### src/hcbp_pkg.sv
`timescale 1ns / 1ps
// ----------------------------------------------------------------------------
// Huffman code bit packer package
// Shared sizes, function codes and the types passed between the front end,
// the operation queue and the packing back end.
// ----------------------------------------------------------------------------
package hcbp_pkg;

    // Sizes of the packed word, the codes and the code table.
    localparam int WORD_BITS    = 64;
    localparam int MAX_CODE_LEN = 32;
    localparam int SYMBOL_COUNT = 256;

    // Field widths.
    localparam int SYM_W  = 8;
    localparam int CODE_W = 32;
    localparam int LEN_W  = 6;
    localparam int CNT_W  = 7;
    localparam int FUNC_W = 2;

    // Operation queue between front end and back end.
    localparam int OQ_DEPTH = 4;
    localparam int OQ_PTR_W = 2;
    localparam int OQ_CNT_W = 3;

    // Result queue inside the back end.
    localparam int RQ_DEPTH = 2;
    localparam int RQ_PTR_W = 1;
    localparam int RQ_CNT_W = 2;

    // Input function codes.
    localparam logic [FUNC_W-1:0] FUNC_LOAD   = 2'd0;
    localparam logic [FUNC_W-1:0] FUNC_ENCODE = 2'd1;
    localparam logic [FUNC_W-1:0] FUNC_FLUSH  = 2'd2;

    // Kinds of operation handed to the back end.
    localparam logic OP_ENCODE = 1'b0;
    localparam logic OP_FLUSH  = 1'b1;

    // One classified operation for the back end.
    typedef struct packed {
        logic              kind;
        logic [CODE_W-1:0] code;
        logic [LEN_W-1:0]  len;
    } t_op;

    // Fill status of the operation queue, seen by the front end.
    typedef struct packed {
        logic [OQ_CNT_W-1:0] count;
    } t_q_stat;

    // One result beat.
    typedef struct packed {
        logic [WORD_BITS-1:0] word;
        logic [CNT_W-1:0]     bits;
        logic                 final_flag;
    } t_res;

endpackage

### src/hcbp_op_queue.sv
`timescale 1ns / 1ps
// ----------------------------------------------------------------------------
// Huffman code bit packer operation queue
// Short first-in first-out queue that decouples the front end from the
// packing back end.
// ----------------------------------------------------------------------------
module hcbp_op_queue (
    input  logic              i_clk,
    input  logic              i_rst_n,
    input  logic              i_push,
    input  hcbp_pkg::t_op     i_op,
    input  logic              i_pop,
    output hcbp_pkg::t_op     o_op,
    output logic              o_empty,
    output hcbp_pkg::t_q_stat o_stat
);

    hcbp_pkg::t_op                 r_mem [hcbp_pkg::OQ_DEPTH];
    logic [hcbp_pkg::OQ_PTR_W-1:0] r_wr_ptr;
    logic [hcbp_pkg::OQ_PTR_W-1:0] r_rd_ptr;
    logic [hcbp_pkg::OQ_CNT_W-1:0] r_count;
    logic                          w_pop;

    assign o_empty      = (r_count == '0);
    assign o_op         = r_mem[r_rd_ptr];
    assign o_stat.count = r_count;
    assign w_pop        = i_pop && !o_empty;

    // Storage.
    always_ff @(posedge i_clk) begin
        if (i_push) begin
            r_mem[r_wr_ptr] <= i_op;
        end
    end

    // Pointers and fill count.
    always_ff @(posedge i_clk) begin
        if (!i_rst_n) begin
            r_wr_ptr <= '0;
            r_rd_ptr <= '0;
            r_count  <= '0;
        end else begin
            if (i_push) begin
                r_wr_ptr <= r_wr_ptr + 1'b1;
            end
            if (w_pop) begin
                r_rd_ptr <= r_rd_ptr + 1'b1;
            end
            case ({i_push, w_pop})
                2'b10:   r_count <= r_count + 1'b1;
                2'b01:   r_count <= r_count - 1'b1;
                default: r_count <= r_count;
            endcase
        end
    end

    // The front end must never push into a full queue.
    a_no_overflow: assert property (@(posedge i_clk) disable iff (!i_rst_n)
        i_push |-> (r_count < hcbp_pkg::OQ_CNT_W'(hcbp_pkg::OQ_DEPTH)))
        else $error("operation queue overflow");

endmodule

### config.mk
export PLATFORM = sky130hd
export DESIGN_NAME = hcbp_op_queue
export DESIGN_NICKNAME = d
export VERILOG_FILES = /design/src/hcbp_pkg.sv /design/src/hcbp_op_queue.sv
export SDC_FILE = /design/constraint.sdc
export NUM_CORES = 1
export LEC_CHECK = 0
export ABC_AREA = 1
export BUFFER_PORTS_ARGS = -buffer_cell sky130_fd_sc_hd__buf_2
export CAP_MARGIN = 10
export CORE_MARGIN = 8
export CORE_UTILIZATION = 50
export DETAILED_ROUTE_END_ITERATION = 7
export GPL_TIMING_DRIVEN = 0
export PLACE_DENSITY = 0.81
export SLEW_MARGIN = 40
export SYNTH_ARGS = -nofsm -noshare
export SYNTH_HDL_FRONTEND = slang
export SYNTH_SLANG_ARGS = --single-unit
### constraint.sdc
create_clock -name i_clk -period 1.9 [get_ports i_clk]
set_clock_uncertainty 0.2 [all_clocks]
set_input_delay 0.095 -clock i_clk [delete_from_list [all_inputs] [get_ports i_clk]]
set_output_delay 0.095 -clock i_clk [all_outputs]
set_load 0.1 [all_outputs]
Word level (Yosys, flattened, before mapping) --
Memories as Yosys holds them, arrays and structs flattened. A register that Yosys moved wholly into a read port is not among the register bits. Index checks and enable logic that the tools add are counted.
Storage, ports and cells: bits of input ports 43, RAM bits 156, memories 1, word-level logic and storage cells 19, flip-flop bits (word level) 7, output and inout bits 43
Cells by class: mux-type cells 5, add/sub/neg operators 4, reductions and logical operators 4, eq/ne operators 2
Memories:
- r_mem | depth 4, bits a word 39, rd ports 1, clocked after memory_dff 1, write ports 1, line hcbp_op_queue.sv:18 | hcbp_pkg::t_op r_mem [hcbp_pkg::OQ_DEPTH];
Operator list (number):
- one-hot mux 3 bit (2 select lines) | 1
- adder 2 x 1 -> 2 bit (second input constant) | 2
- 2-to-1 mux 2 bit | 2
- adder 3 x 1 -> 3 bit (second input constant) | 1
- logical NOT 3 bit | 1
- subtractor 3 x 1 -> 3 bit (second input constant) | 1
- equality test 2 x 1 -> 1 bit (second input constant) | 1
- equality test 2 bit (second input constant) | 1
- 2-to-1 mux 1 bit | 2
- nonzero test 2 bit | 1
- logical AND 1 bit | 1
- logical NOT 1 bit | 1

Longest topological paths before layout --
word-level depth 5, gate-level depth with buffers 13

Worst setup path after synthesis --
OpenSTA, ideal clock, no wires.
path kind register to register, from register r_count (netlist bit o_stat[2]), to register r_count (netlist bit o_stat[2]), path slack -0.657 ns, data required time 1.587 ns, library setup time 0.113 ns, data arrival time 2.244 ns, buffers on the path 0, stages on the path, launching flop included 14, period minus slack after synthesis 2.557 ns, cell sequence dfxtp_1 -> inv_1 -> nand2_1 -> nand2_1 -> inv_1 -> ha_1 -> inv_1 -> fa_1 -> inv_1 -> nand2_1 -> nand3_1 -> nand2_1 -> nand2_1 -> nor2_1
On the way: longest elaborated chain between the ends 5, elaborated cells between the ends (all ways) 9, classes of those cells 2 x add/sub; 2 x eq/ne; 1 x mux; 4 x reduce/logical
RTL lines:
- from (decl) | line hcbp_op_queue.sv:21 | logic [hcbp_pkg::OQ_CNT_W-1:0] r_count;
- from (signal assigned) | line hcbp_op_queue.sv:50 | 2'b10: r_count <= r_count + 1'b1;
- from (signal assigned) | line hcbp_op_queue.sv:51 | 2'b01: r_count <= r_count - 1'b1;
- from (signal assigned) | line hcbp_op_queue.sv:52 | default: r_count <= r_count;
- logical NOT 3 bit * | line hcbp_op_queue.sv:24 | assign o_empty = (r_count == '0);
- logical NOT 1 bit * | line hcbp_op_queue.sv:27 | assign w_pop = i_pop && !o_empty;
- logical AND 1 bit * | line hcbp_op_queue.sv:27
- named net w_pop | line hcbp_op_queue.sv:22 | logic w_pop;
- equality test 2 x 1 -> 1 bit / equality test 2 bit (equally long branches) | line hcbp_op_queue.sv:49 | case ({i_push, w_pop})
- one-hot mux 3 bit (2 select lines) / nonzero test 2 bit (equally long branches)
The timed path passes the listed nets; every way through them passes the cells marked *. A chain may end at the register's enable or synchronous reset.

==> run_results.csv <==
group,metric,value,unit
timing,rsz0062_at_grt,"true",
synth,async_reset_ff_share,0,%
clock_network,cts_root_buf,"clkbuf_16",
clock_network,cts_max_level,4,
timing,finalSetupViolations,33,
timing,postLayoutSetupSlackWorst,-94.7,ps
global_route,grt_pass1_wl,24600,µm
worst_setup_path,crit_path_end_kind,"output pin",
global_route,grt_max_degree,24,
worst_setup_path,reg2reg_from,"o_stat[1]$_SDFFE_PN0P_",
detailed_routing,antenna_left,0,
final_layout,nNetsFinal,656,
timing,worst_slew_pin_slew,491,ps
floorplan,core,12400,µm²
synth,ys_ff_latch,165,
worst_setup_path,critPathMaxStageDelay,320,ps
timing,max_freq,501,MHz
placement,hpwl,9160,µm
floorplan,dieArea,16400,µm²
hold_path,hold-path-endpoint,"r_mem[1][21]$_DFFE_PP_",
clock_network,cts_tree,"done",
timing,final.setup.tns,-1440,ps
floorplan,boundaryPins,86,
pwr,leakage,3.38,nW
global_route,grt_overflow,0,
synth,synth-edff-count,156,
worst_setup_path,rrSetupSlack,20,ps
timing,slew_headroom,67.5,%
pwr,fin_total_pwr,13.4,mW
placement,port_buffers,85,
global_route,grt_antenna_before_repair,0,
floorplan,rows,41,
outcome,status,"complete, but fails checks",
floorplan,die_w,128,µm
worst_setup_path,critical_path_buf_inv_count,5,
synth,synth_commonest_cells,"edfxtp_1 (156), nor2_1 (84), o21ai_0 (80), o22ai_1 (39), inv_1 (18)",
worst_setup_path,timing.rr.end,"o_stat[2]$_SDFFE_PN0P_",
synth,ys_types,20,
detailed_routing,drtPass1Iterations,5,
worst_setup_path,ff2ff_path_depth,13,
clock_network,clock_latency,420,ps
final_layout,drive_gt1_share,38.8,%
clock_network,clk_pin_slew,60,ps
synth,avgSynthCellArea,14.1,µm²
synth,netlist_area,6260,µm²
detailed_routing,avgRoutedWirePerCell,20.7,µm
synth,synth_nets,493,
synth,yosysTopAreaCell,"edfxtp_1",
floorplan,start_util,50.4,%
final_layout,final_util,75.7,%
hold_path,hp-class,"in2reg",
synth,syn-instance-count,444,
synth,yosys.area.top_type_share,74.9,%
synth,seq_area_frac_synth,77.7,%
detailed_routing,wl,16300,µm
hold_path,hold_depth,2,
clock_network,cts.sinks,165,
worst_setup_path,cp.required,1600,ps
worst_setup_path,cpLargestDelayFamily,"buffers and inverters",
detailed_routing,drcViolationCount,0,
placement,gp_congestion,0.706,
detailed_routing,vias,4398,
worst_setup_path,crit_slowest_cell,"dfxtp_1",
run,maxCapViolCount,0,
timing,fin_crit_sh,105,%
final_layout,num_antenna_cells,0,
clock_network,numCtsBuffers,17,
pwr,power.density,1430,nW/µm²
pwr,vdd_drop_max,0.00129,V
hold_path,min-delay-start,"i_op[21]",
clock_network,cts_buffer_depth,2,
worst_setup_path,cp_cell_sequence,"buf_6 > inv_8 > buf_12 > buf_12 > nor2_2 > o22ai_4 > buf_12",
timing,min_period,1990,ps
placement,dp_worst_setup_slack,-167,ps
worst_setup_path,arrival,1700,ps
detailed_routing,drtIter0Drc,407,
timing,hold_violations,0,
worst_setup_path,crit_type,"reg2out",
floorplan,chipHeight,128,µm
outcome,violations,"negative setup slack",
synth,synth_ff_type,"edfxtp_1",
synth,yosys_warnings,0,
timing,slew_viol_final,0,
synth,yosysMostFrequentCell,"edfxtp_1",
synth,synth_area_leaders,"edfxtp_1 (75%), o21ai_0 (6.4%), nor2_1 (5.0%)",
final_layout,synthToLayoutAreaGrowth,50.2,%
global_route,grt_pass1_vias,4730,
worst_setup_path,critical_path.startpoint_type,"flip-flop",
worst_setup_path,cp_max_fo,7,
global_route,grt.total_usage,20.1,%
detailed_routing,viasPerCell,5.57,
worst_setup_path,crit_top_cell,"buf_12",
[cell usage in the layout (no fill, tap or decap), types with 19 or more instances in the layout]
master         instances
buf_12                47
buf_2                 47
clkbuf_16             20
dlygate4sd3_1         42
edfxtp_1             156
nor2_1                60
nor2_2                22
o21ai_0               30
o21ai_1               48
o22ai_2               19
o22ai_4               20
[final cells by class]
class,instances,area [µm²]
clock buffer,21,440
clock inverter,9,131
sequential,165,4880
multi-input combinational,234,1660
inverter,20,98.8
timing repair buffer,144,1710
buffer,25,268
fill,727,3010
tap,172,215
[cell families (layout without fill, tap and decap cells)]
group,count (synthesis),after routing,share of synthesized area [%]
and+or+nand+nor,102,102,6.18
adders and majority gates,6,6,1.32
DFF,165,165,77.7
AOI/OAI and AO/OA,126,126,10.9
buffers and inverters,45,219,3.92
[per-stage QoR]
step                      area (µm²)  hold WS (ps)  std cells
after global routing            9400           218        790
after detailed placement        7440           112        706
final                           9400           224        790
after floorplan                 6680         -6.13        444
after CTS                       9160           210        781
after global placement          7320           105        701
[worst max path at each step]
stage	from	end	cells past startpoint
floorplan	o_stat[1]$_SDFFE_PN0P_	o_stat[2]$_SDFFE_PN0P_	13
global route	flip-flop	o_op[23]	6
global placement	r_wr_ptr[0]$_SDFFE_PN0P_	r_mem[3][8]$_DFFE_PP_	3
CTS	flip-flop	o_op[4]	7
finish	flip-flop	o_op[23]	7
detailed placement	flip-flop	o_op[9]	4
[layer usage]
layer	global-route usage, %	vias up	wire (µm)
met2	34.3	210	8530
met4	9.93	0	478
met1	22.6	2186	6230
met5	0	-	0
li1	-	1960	-
met3	5.82	42	1100
[sequential cells by signal (all words and copies together) (netlist names), named ones only]
signal    count
o_stat        3
r_mem       156
r_rd_ptr      2
r_wr_ptr      2
[worst register-to-register path, delay by kind of cell, from the launching register on]
kind,cells,cell delay [ps]
buffers and inverters,3,200
AND/OR/NAND/NOR,8,470
adder cells (fa/ha/maj),2,530
flip-flops,1,370
[power by group]
part	total (mW)	internal, mW	switching (mW)	leakage, nW
sequential	4.26	4.18	0.0751	1.51
combinational	5.82	2.02	3.80	1.60
clock	3.35	2.05	1.30	0.271
total	13.4	8.25	5.18	3.38
[what timing repair did]
action,CTS,global route
hold buffers,42,0
cloned,0,3
buffers inserted,3,6
hold endpoints to repair,165,0
pin swaps,8,19
setup endpoints to repair,99,41
resized for setup,224,60
Power figures use the tool's default switching activity.
