==> config.mk <==
export PLATFORM = sky130hd
export DESIGN_NAME = hcbp_back
export DESIGN_NICKNAME = d
export VERILOG_FILES = /design/src/hcbp_pkg.sv /design/src/hcbp_back.sv
export SDC_FILE = /design/constraint.sdc
export NUM_CORES = 1
export LEC_CHECK = 0
export BUFFER_PORTS_ARGS = -buffer_cell sky130_fd_sc_hd__buf_4
export CAP_MARGIN = 5
export CORE_MARGIN = 5
export CORE_UTILIZATION = 38
export DETAILED_ROUTE_END_ITERATION = 10
export GPL_ROUTABILITY_DRIVEN = 0
export PLACE_DENSITY = 0.65
export SLEW_MARGIN = 10
export SYNTH_ARGS = -nofsm -noshare
export SYNTH_HDL_FRONTEND = slang
export SYNTH_SLANG_ARGS = --single-unit
export TNS_END_PERCENT = 100
==> constraint.sdc <==
create_clock -name i_clk -period 7.5 [get_ports i_clk]
set_clock_uncertainty 0.05 [all_clocks]
set_input_delay 0.75 -clock i_clk [delete_from_list [all_inputs] [get_ports i_clk]]
set_output_delay 0.75 -clock i_clk [all_outputs]
set_load 0.005 [all_outputs]
==> src/hcbp_pkg.sv <==
`timescale 1ns / 1ps
// ----------------------------------------------------------------------------
// Huffman code bit packer package
// Shared sizes, function codes and the types passed between the front end,
// the operation queue and the packing back end.
// ----------------------------------------------------------------------------
package hcbp_pkg;

    // Sizes of the packed word, the codes and the code table.
    localparam int WORD_BITS    = 64;
    localparam int MAX_CODE_LEN = 32;
    localparam int SYMBOL_COUNT = 256;

    // Field widths.
    localparam int SYM_W  = 8;
    localparam int CODE_W = 32;
    localparam int LEN_W  = 6;
    localparam int CNT_W  = 7;
    localparam int FUNC_W = 2;

    // Operation queue between front end and back end.
    localparam int OQ_DEPTH = 4;
    localparam int OQ_PTR_W = 2;
    localparam int OQ_CNT_W = 3;

    // Result queue inside the back end.
    localparam int RQ_DEPTH = 2;
    localparam int RQ_PTR_W = 1;
    localparam int RQ_CNT_W = 2;

    // Input function codes.
    localparam logic [FUNC_W-1:0] FUNC_LOAD   = 2'd0;
    localparam logic [FUNC_W-1:0] FUNC_ENCODE = 2'd1;
    localparam logic [FUNC_W-1:0] FUNC_FLUSH  = 2'd2;

    // Kinds of operation handed to the back end.
    localparam logic OP_ENCODE = 1'b0;
    localparam logic OP_FLUSH  = 1'b1;

    // One classified operation for the back end.
    typedef struct packed {
        logic              kind;
        logic [CODE_W-1:0] code;
        logic [LEN_W-1:0]  len;
    } t_op;

    // Fill status of the operation queue, seen by the front end.
    typedef struct packed {
        logic [OQ_CNT_W-1:0] count;
    } t_q_stat;

    // One result beat.
    typedef struct packed {
        logic [WORD_BITS-1:0] word;
        logic [CNT_W-1:0]     bits;
        logic                 final_flag;
    } t_res;

endpackage

==> src/hcbp_back.sv <==
`timescale 1ns / 1ps
// ----------------------------------------------------------------------------
// Huffman code bit packer back end
// Appends code bits to the pending buffer, forms full and flush words and
// holds them in a small result queue until they are popped.
// ----------------------------------------------------------------------------
module hcbp_back (
    input  logic                              i_clk,
    input  logic                              i_rst_n,
    input  hcbp_pkg::t_op                     i_op,
    input  logic                              i_op_empty,
    output logic                              o_op_pop,
    input  logic                              pop,
    output logic                              empty,
    output logic [hcbp_pkg::WORD_BITS-1:0]    o_packed_word,
    output logic [hcbp_pkg::CNT_W-1:0]        o_word_bits,
    output logic                              o_final_word
);

    localparam int W = hcbp_pkg::WORD_BITS;
    localparam int C = hcbp_pkg::CNT_W;

    // Pending bit buffer, right-aligned.
    logic [W-1:0]                  r_pend;
    logic [C-1:0]                  r_cnt;
    logic [W-1:0]                  n_pend;
    logic [C-1:0]                  n_cnt;

    // Result queue.
    hcbp_pkg::t_res                r_res [hcbp_pkg::RQ_DEPTH];
    logic [hcbp_pkg::RQ_PTR_W-1:0] r_wr_ptr;
    logic [hcbp_pkg::RQ_PTR_W-1:0] r_rd_ptr;
    logic [hcbp_pkg::RQ_CNT_W-1:0] r_oc;

    logic                          w_take;
    logic                          w_res_vld;
    hcbp_pkg::t_res                w_res;
    logic                          w_out_pop;
    logic [C-1:0]                  w_sum;
    logic [C-1:0]                  w_take_bits;
    logic [C-1:0]                  w_rest;
    logic                          w_wrap;
    logic [W-1:0]                  w_code;
    logic [W-1:0]                  w_rest_mask;

    // Take an operation whenever a result slot is free.
    assign w_take   = !i_op_empty && (r_oc != hcbp_pkg::RQ_CNT_W'(hcbp_pkg::RQ_DEPTH));
    assign o_op_pop = w_take;

    // Append arithmetic.
    always_comb begin
        w_code      = W'(i_op.code);
        w_sum       = r_cnt + C'(i_op.len);
        w_wrap      = (w_sum >= C'(W));
        w_take_bits = C'(W) - r_cnt;
        w_rest      = w_sum - C'(W);
        w_rest_mask = (W'(1) << w_rest) - 1'b1;
    end

    // Next buffer state and result for the operation at the queue head.
    always_comb begin
        n_pend           = r_pend;
        n_cnt            = r_cnt;
        w_res_vld        = 1'b0;
        w_res.word       = r_pend;
        w_res.bits       = r_cnt;
        w_res.final_flag = 1'b1;
        if (w_take) begin
            if (i_op.kind == hcbp_pkg::OP_FLUSH) begin
                w_res_vld = (r_cnt != '0);
                n_pend    = '0;
                n_cnt     = '0;
            end else if (w_wrap) begin
                w_res_vld        = 1'b1;
                w_res.word       = (r_pend << w_take_bits) | (w_code >> w_rest);
                w_res.bits       = C'(W);
                w_res.final_flag = 1'b0;
                n_pend           = w_code & w_rest_mask;
                n_cnt            = w_rest;
            end else begin
                n_pend = (r_pend << i_op.len) | w_code;
                n_cnt  = w_sum;
            end
        end
    end

    always_ff @(posedge i_clk) begin
        if (!i_rst_n) begin
            r_pend <= '0;
            r_cnt  <= '0;
        end else begin
            r_pend <= n_pend;
            r_cnt  <= n_cnt;
        end
    end

    // Result queue storage and control.
    assign w_out_pop     = pop && !empty;
    assign empty         = (r_oc == '0);
    assign o_packed_word = r_res[r_rd_ptr].word;
    assign o_word_bits   = r_res[r_rd_ptr].bits;
    assign o_final_word  = r_res[r_rd_ptr].final_flag;

    always_ff @(posedge i_clk) begin
        if (w_res_vld) begin
            r_res[r_wr_ptr] <= w_res;
        end
    end

    always_ff @(posedge i_clk) begin
        if (!i_rst_n) begin
            r_wr_ptr <= '0;
            r_rd_ptr <= '0;
            r_oc     <= '0;
        end else begin
            if (w_res_vld) begin
                r_wr_ptr <= r_wr_ptr + 1'b1;
            end
            if (w_out_pop) begin
                r_rd_ptr <= r_rd_ptr + 1'b1;
            end
            case ({w_res_vld, w_out_pop})
                2'b10:   r_oc <= r_oc + 1'b1;
                2'b01:   r_oc <= r_oc - 1'b1;
                default: r_oc <= r_oc;
            endcase
        end
    end

    // The pending buffer never holds a whole word.
    a_cnt_range: assert property (@(posedge i_clk) disable iff (!i_rst_n)
        r_cnt < C'(W))
        else $error("pending count reached a full word");

    // A consumed flush leaves the buffer empty.
    a_flush_clears: assert property (@(posedge i_clk) disable iff (!i_rst_n)
        (w_take && (i_op.kind == hcbp_pkg::OP_FLUSH)) |=> (r_cnt == '0))
        else $error("flush did not empty the pending buffer");

    // A full word always carries the whole word count and no final mark.
    a_full_word: assert property (@(posedge i_clk) disable iff (!i_rst_n)
        (w_res_vld && !w_res.final_flag) |-> (w_res.bits == C'(W)))
        else $error("full word with a short bit count");

endmodule

==> Yosys cells after proc, flatten, opt, wreduce, memory -nomap -nowiden <==
Memory sizes are Yosys's and may differ from the RTL's. A register that Yosys moved wholly into a read port is not among the register bits.
Index checks and enable logic that the tools add are counted.
W data, S select, Z words.
{ "word_totals": {"memories": 1, "wordCells": 47, "reg_bits": 75, "ramBits": 144, "in_bits": 43} }
{ "mem_list": {"columns": ["memory", "words", "width", "read_ports", "rd_clocked_by_memory_dff", "wr", "line", "text"], "rows": [
  ["r_res", 2, 72, 1, 1, 1, "hcbp_back.sv:30", "hcbp_pkg::t_res r_res [hcbp_pkg::RQ_DEPTH];"]
]} }
{ "classes": {"eq_ne": 3, "n_lt_le_gt_ge": 1, "addsub": 8, "bitwise": 3, "n_mux": 15, "n_reduce_logical": 7, "n_shift": 4} }
{ "op_table": {"columns": ["op", "count"], "rows": [
  ["$mux W72", 3],
  ["$mux W64", 2],
  ["$and A32 B64 Y64", 1],
  ["$or A64 B32 Y64", 1],
  ["$or A64 B64 Y64", 1],
  ["$shl A1 B7 Y64 const A", 1],
  ["$shl A64 B6 Y64", 1],
  ["$shl A64 B7 Y64", 1],
  ["$shr A32 B7 Y64", 1],
  ["$sub A64 B1 Y64 const B", 1],
  ["$mux W7", 2],
  ["$add A7 B6 Y7", 1],
  ["$ge A7 B7 Y1 const B", 1],
  ["$mux W1", 7],
  ["$reduce_bool A7 Y1", 1],
  ["$sub A7 B7 Y7 const A", 1],
  ["$sub A7 B7 Y7 const B", 1],
  ["$pmux W2 S2", 1],
  ["$add A1 B1 Y1 const B", 2],
  ["$add A2 B1 Y2 const B", 1],
  ["$eq A2 B1 Y1 const B", 1],
  ["$eq A2 B2 Y1 const B", 1],
  ["$logic_and A1 B1 Y1", 2],
  ["$logic_not A1 Y1", 2],
  ["4 further kinds", 4]
]} }

==> Logic depth before layout (Yosys ltp) <==
{ "logic_depth": {"depth_word": 7, "ltp_mapped": 18, "depth_no_buf": 14} }

==> Least setup slack after synthesis <==
Ideal clock, no wire load.
{ "synth_timing": {"path_kind": "in2reg", "startpoint": "input port i_op[1] in the netlist's numbering", "endpoint": "memory r_res[0][0] in the netlist's numbering, enable pin", "n_path_buf": 2, "arrival_time_ns": 5.754, "path_slack_ns": 1.193, "path_stages": 10, "required_ns": 6.947, "setup_ns": 0.503, "cell_sequence": "buf_4 > buf_2 > inv_2 > fa_1 > nand2b_2 > a21o_1 > a21oi_1 > o31a_1 > o221ai_1 > nor2_1"} }
{ "synth_between": {"elab_chain_len": 7} }
{ "synth_lines": {"columns": ["item", "line", "text"], "rows": [
  ["start, declared", "hcbp_back.sv:10", "input hcbp_pkg::t_op i_op,"],
  ["$add A7 B6 Y7", "hcbp_back.sv:53", "w_sum = r_cnt + C'(i_op.len);"],
  ["$ge A7 B7 Y1", "hcbp_back.sv:54", "w_wrap = (w_sum >= C'(W));"],
  ["$mux W1", "hcbp_back.sv:73", "end else if (w_wrap) begin"],
  ["$mux W1", "hcbp_back.sv:69", "if (i_op.kind == hcbp_pkg::OP_FLUSH) begin"],
  ["$mux W1", "hcbp_back.sv:68", "if (w_take) begin"],
  ["$mux W1", "hcbp_back.sv:105", "if (w_res_vld) begin"],
  ["$mux W1 (implied by the code)", "hcbp_back.sv:106", "r_res[r_wr_ptr] <= w_res;"],
  ["end, declared", "hcbp_back.sv:30", null]
]} }
No other way between the ends.

==> Final worst setup path <==
{ "layout_timing": {"startpoint": "input port i_op[1] in the netlist's numbering", "endpoint": "register r_pend[18]"} }
{ "layout_between": {"elab_chain_len": 7} }
{ "layout_lines": {"columns": ["item", "line", "text"], "rows": [
  ["$add A7 B6 Y7", "hcbp_back.sv:53", null],
  ["$sub A7 B7 Y7", "hcbp_back.sv:56", "w_rest = w_sum - C'(W);"],
  ["$shl A1 B7 Y64", "hcbp_back.sv:57", "w_rest_mask = (W'(1) << w_rest) - 1'b1;"],
  ["$sub A64 B1 Y64", "hcbp_back.sv:57", null],
  ["$and A32 B64 Y64", "hcbp_back.sv:78", "n_pend = w_code & w_rest_mask;"],
  ["$mux W64 (*)", "hcbp_back.sv:73", null],
  ["$mux W64 (*)", "hcbp_back.sv:69", null],
  ["end signal, assigned", "hcbp_back.sv:92", "r_pend <= n_pend;"],
  ["end, declared", "hcbp_back.sv:24", "logic [W-1:0] r_pend;"]
]} }
Every way passes the cells marked *; elsewhere a longest branch is shown, timed or not.
A chain may end at the register's enable or synchronous reset.

==> impl_results.md <==
* Die Y at 236.4 um
* Max Cap Viol at 0
* Count of final setup violators at 0
* Reg2reg start: r_cnt[2]
* Net count, final at 2030
* Ys async rst share at 0
* Reg2Reg Depth at 12
* Max-slew violations at 0
* Dpl hpwl at 51.84 mm
* Die Wd at 236.4 um
* P&R area growth vs syn at 10.29%
* Vias in the first global route at 17570
* Crit path time final at 5.154 ns
* Logic pwr share at 0.420
* Post-route ant nets at 0
* TritonCTS sink count at 220
* YS warnings at 0
* Share of cells above drive strength 1 at 0.2600
* Placeable Area at 50990 um2
* RSZ-0062 raised after global routing: false
* Crit path capture type: register
* Synth Register Bits at 220
* FP Rows at 83
* Data required time of the worst path at 7.94 ns
* Worst slew margin at 0.2014
* Gr usage total at 0.2473
* Crit-path slowest cell: buf_4
* Setup crit end: r_pend[18]
* Unique cell type count in the Yosys netlist at 94
* Full die area at 55860 um2
* Resized Gates After CTS at 0
* Hold WC Path Type: primary input to register
* Via count at 18330
* Pleak at 7.630 nW
* Fin Setup TNS at 0 ns
* Crit path launch: i_op[1]
* Syn Nets at 2049
* PwrDens at 233.3 nW/um2
* Avg Inst Size Synth at 9.754 um2
* Final hold viol count at 0
* Clock power share at 0.269
* Post-synthesis mux area share at 0.3177
* Net Switching at 0.001972 W
* Clock root buffer: clkbuf_16
* CTS buffer count at 25
* H-tree Lvls at 1
* Status: finished clean
* Initial DRC count at 3115
* Fmax at 194.0 MHz
* Synth Cell Area at 19470 um2
* Critical setup path kind: primary input to register
* Post-synth top flop: edfxtp_1
* PnR worst setup slack at 2.346 ns
* Drt wl/cell at 27.13 um
* Synth Area in Compound Gates at 0.1742
* First-pass GRT wire length at 109.6 mm
* Clk pin slew, worst setup/hold paths at 0.06 ns
* Largest net degree at the start of global routing at 73
* Fillers at 4834
* Worst skew pair latency at 0.57 ns
* Max clock buf depth at 3
* P_int at 0.003038 W
* Postcts setup bufs at 0
* Total Routed Length at 72.61 mm
* Place WS at 1.902 ns
* Area share of and/or/nand/nor cells after synthesis at 0.1377
* Crit-path most repeated cell: buf_4
* Crit-path max FO at 67
* I/O Pins at 117
* Arr. time, crit path at 5.59 ns
* Most common cell after layout, fill and taps aside: nand2_1
* Antenna violations before repair at 0
* Number of synthesized flops with an enable pin at 144
* Reg2Reg Setup Slack at 2.60 ns
* GRT overflow at 0
* Antenna Cells at 0
* Synth Instances at 1996
* Port buffer count at 116
* DRC viols at 0
* Register share of total power at 0.311
* Initial Utilization at 0.3818
* CTS tree: yes
* Sequential-to-total area share from yosys stat at 0.3002
* Worst reg2reg path endpoint: r_pend[18]
* Crit path largest cell delay at 0.61 ns
* Most frequent cells in the layout: nand2_1 (264), nor2_1 (186), mux2i_1 (145), buf_4 (145), edfxtp_1 (144)
* Synth Area in XOR/XNOR at 0.01015
* Worst slew pin tran at 1.194 ns
* Largest family of logic cells by synthesized area: multiplexers
* CP Cell Sequence: buf_4 > inv_2 > fa_2 > nand2b_2 > a21o_1 > a211oi_4 > a21oi_2 > buf_4 > nand4_1 > ha_1 > inv_1 > a21oi_1 > a41oi_1 > a31oi_1
* Sequential cell area at 5853 um2
* Post-synthesis adder-cell area fraction at 0.006812
* DR vias/cell at 6.848
* DR pass1 iterations at 6
* Hold_buf cts at 0
* Net Sw Frac at 0.3936
* Multi-input gate area at 12700 um2
* CP Launch Type: primary input
* Worst vdd ir at 0.0001636 V
* Final worst-path cycle share at 0.6873
[layout make-up]
cell class | instances | share of cell area
clock inverters | 20 | 0.01224
multi-input cells | 1562 | 0.5915
inverters | 23 | 0.004021
flip-flops and latches | 220 | 0.2726
well taps | 680 | 0.03962
clock buffers | 26 | 0.02931
repair buffers | 145 | 0.05069
[through the flow]
step | hold slack (ns) | power, W | instance area [um2] | util | cells
4_1_cts | 0.4330 | 0.004957 | 21470 | 0.4211 | 2676
3_3_place_gp | 0.4470 | 0.003605 | 20580 | 0.4036 | 2630
3_5_place_dp | 0.4569 | 0.003609 | 20580 | 0.4036 | 2630
6_report | 0.4421 | 0.005011 | 21470 | 0.4211 | 2676
2_1_floorplan | 0.3950 | 0.002904 | 19470 | - | 1996
5_1_grt | 0.4425 | 0.005196 | 21470 | 0.4211 | 2676
[flip-flops by register name, summed over array words and instances, names as in the netlist, named ones only]
signal,count
r_rd_ptr,1
r_pend,64
r_res,144
r_wr_ptr,1
r_cnt,7
r_oc,2
[per-layer routing]
metal / GRT usage / vias up / share of wire
met5: 0 / - / 0
met4: 0.1287 / 0 / 0.068
met3: 0.05706 / 315 / 0.14
met2: 0.3772 / 1545 / 0.43
met1: 0.3287 / 8816 / 0.36
li1: - / 7649 / -
[synth_stat cells (15+ instances only)]
master | n | area [um2]
buf_2 | 47 | 235.2
and2_1 | 18 | 112.6
a211oi_1 | 18 | 135.1
clkbuf_1 | 97 | 364.1
mux2_2 | 131 | 1475
dfxtp_1 | 76 | 1521
nor2_1 | 189 | 709.4
nand2_1 | 264 | 991.0
o21ai_0 | 89 | 445.4
a31oi_1 | 42 | 262.8
edfxtp_1 | 144 | 4324
a22o_1 | 15 | 131.4
a22oi_1 | 20 | 150.1
nor3_1 | 34 | 170.2
mux2i_1 | 145 | 1451
nand3_1 | 39 | 195.2
buf_4 | 21 | 157.7
inv_1 | 18 | 67.56
a21oi_1 | 120 | 600.6
o211ai_1 | 21 | 157.7
o221ai_1 | 19 | 166.4
o21ai_1 | 18 | 90.09
mux4_2 | 143 | 3221
[cell families (layout without fill, tap and decap cells)]
family	after synthesis	after routing
and+or+nand+nor	611	611
AOI/OAI and AO/OA	500	500
muxes	421	421
DFF	220	220
buffers and inverters	214	214
xor gates and xnor gates	20	20
adders and majority gates	10	10
[critical path: cells and delay by family]
family | cells | cell delay [ns]
fa+ha+maj | 2 | 1.12
buf+inv | 4 | 1.42
simple gates | 2 | 0.40
compound gates | 6 | 1.83
[worst min path at each step]
stage	startpoint	to	slack [ns]	cells after the start
global placement	r_oc[1]	r_oc[1]	0.45	2
global route	i_op[20]	r_pend[14]	0.44	2
detailed placement	r_rd_ptr	r_rd_ptr	0.46	2
floorplan	r_pend[63]	r_pend[63]	0.39	1
finish	i_op[20]	r_pend[14]	0.44	2
CTS	i_op[19]	r_pend[13]	0.43	3
[power groups by stage]
stage	combinational (W)	clock [W]	sequential [W]
5_1_grt	0.00222	0.00142	0.00156
3_3_place_gp	0.00204	0	0.00157
4_1_cts	0.00205	0.00136	0.00154
3_5_place_dp	0.00204	0	0.00157
6_report	0.00210	0.00135	0.00156
2_1_floorplan	0.00142	0	0.00148
(Power assumes the default switching activity.)
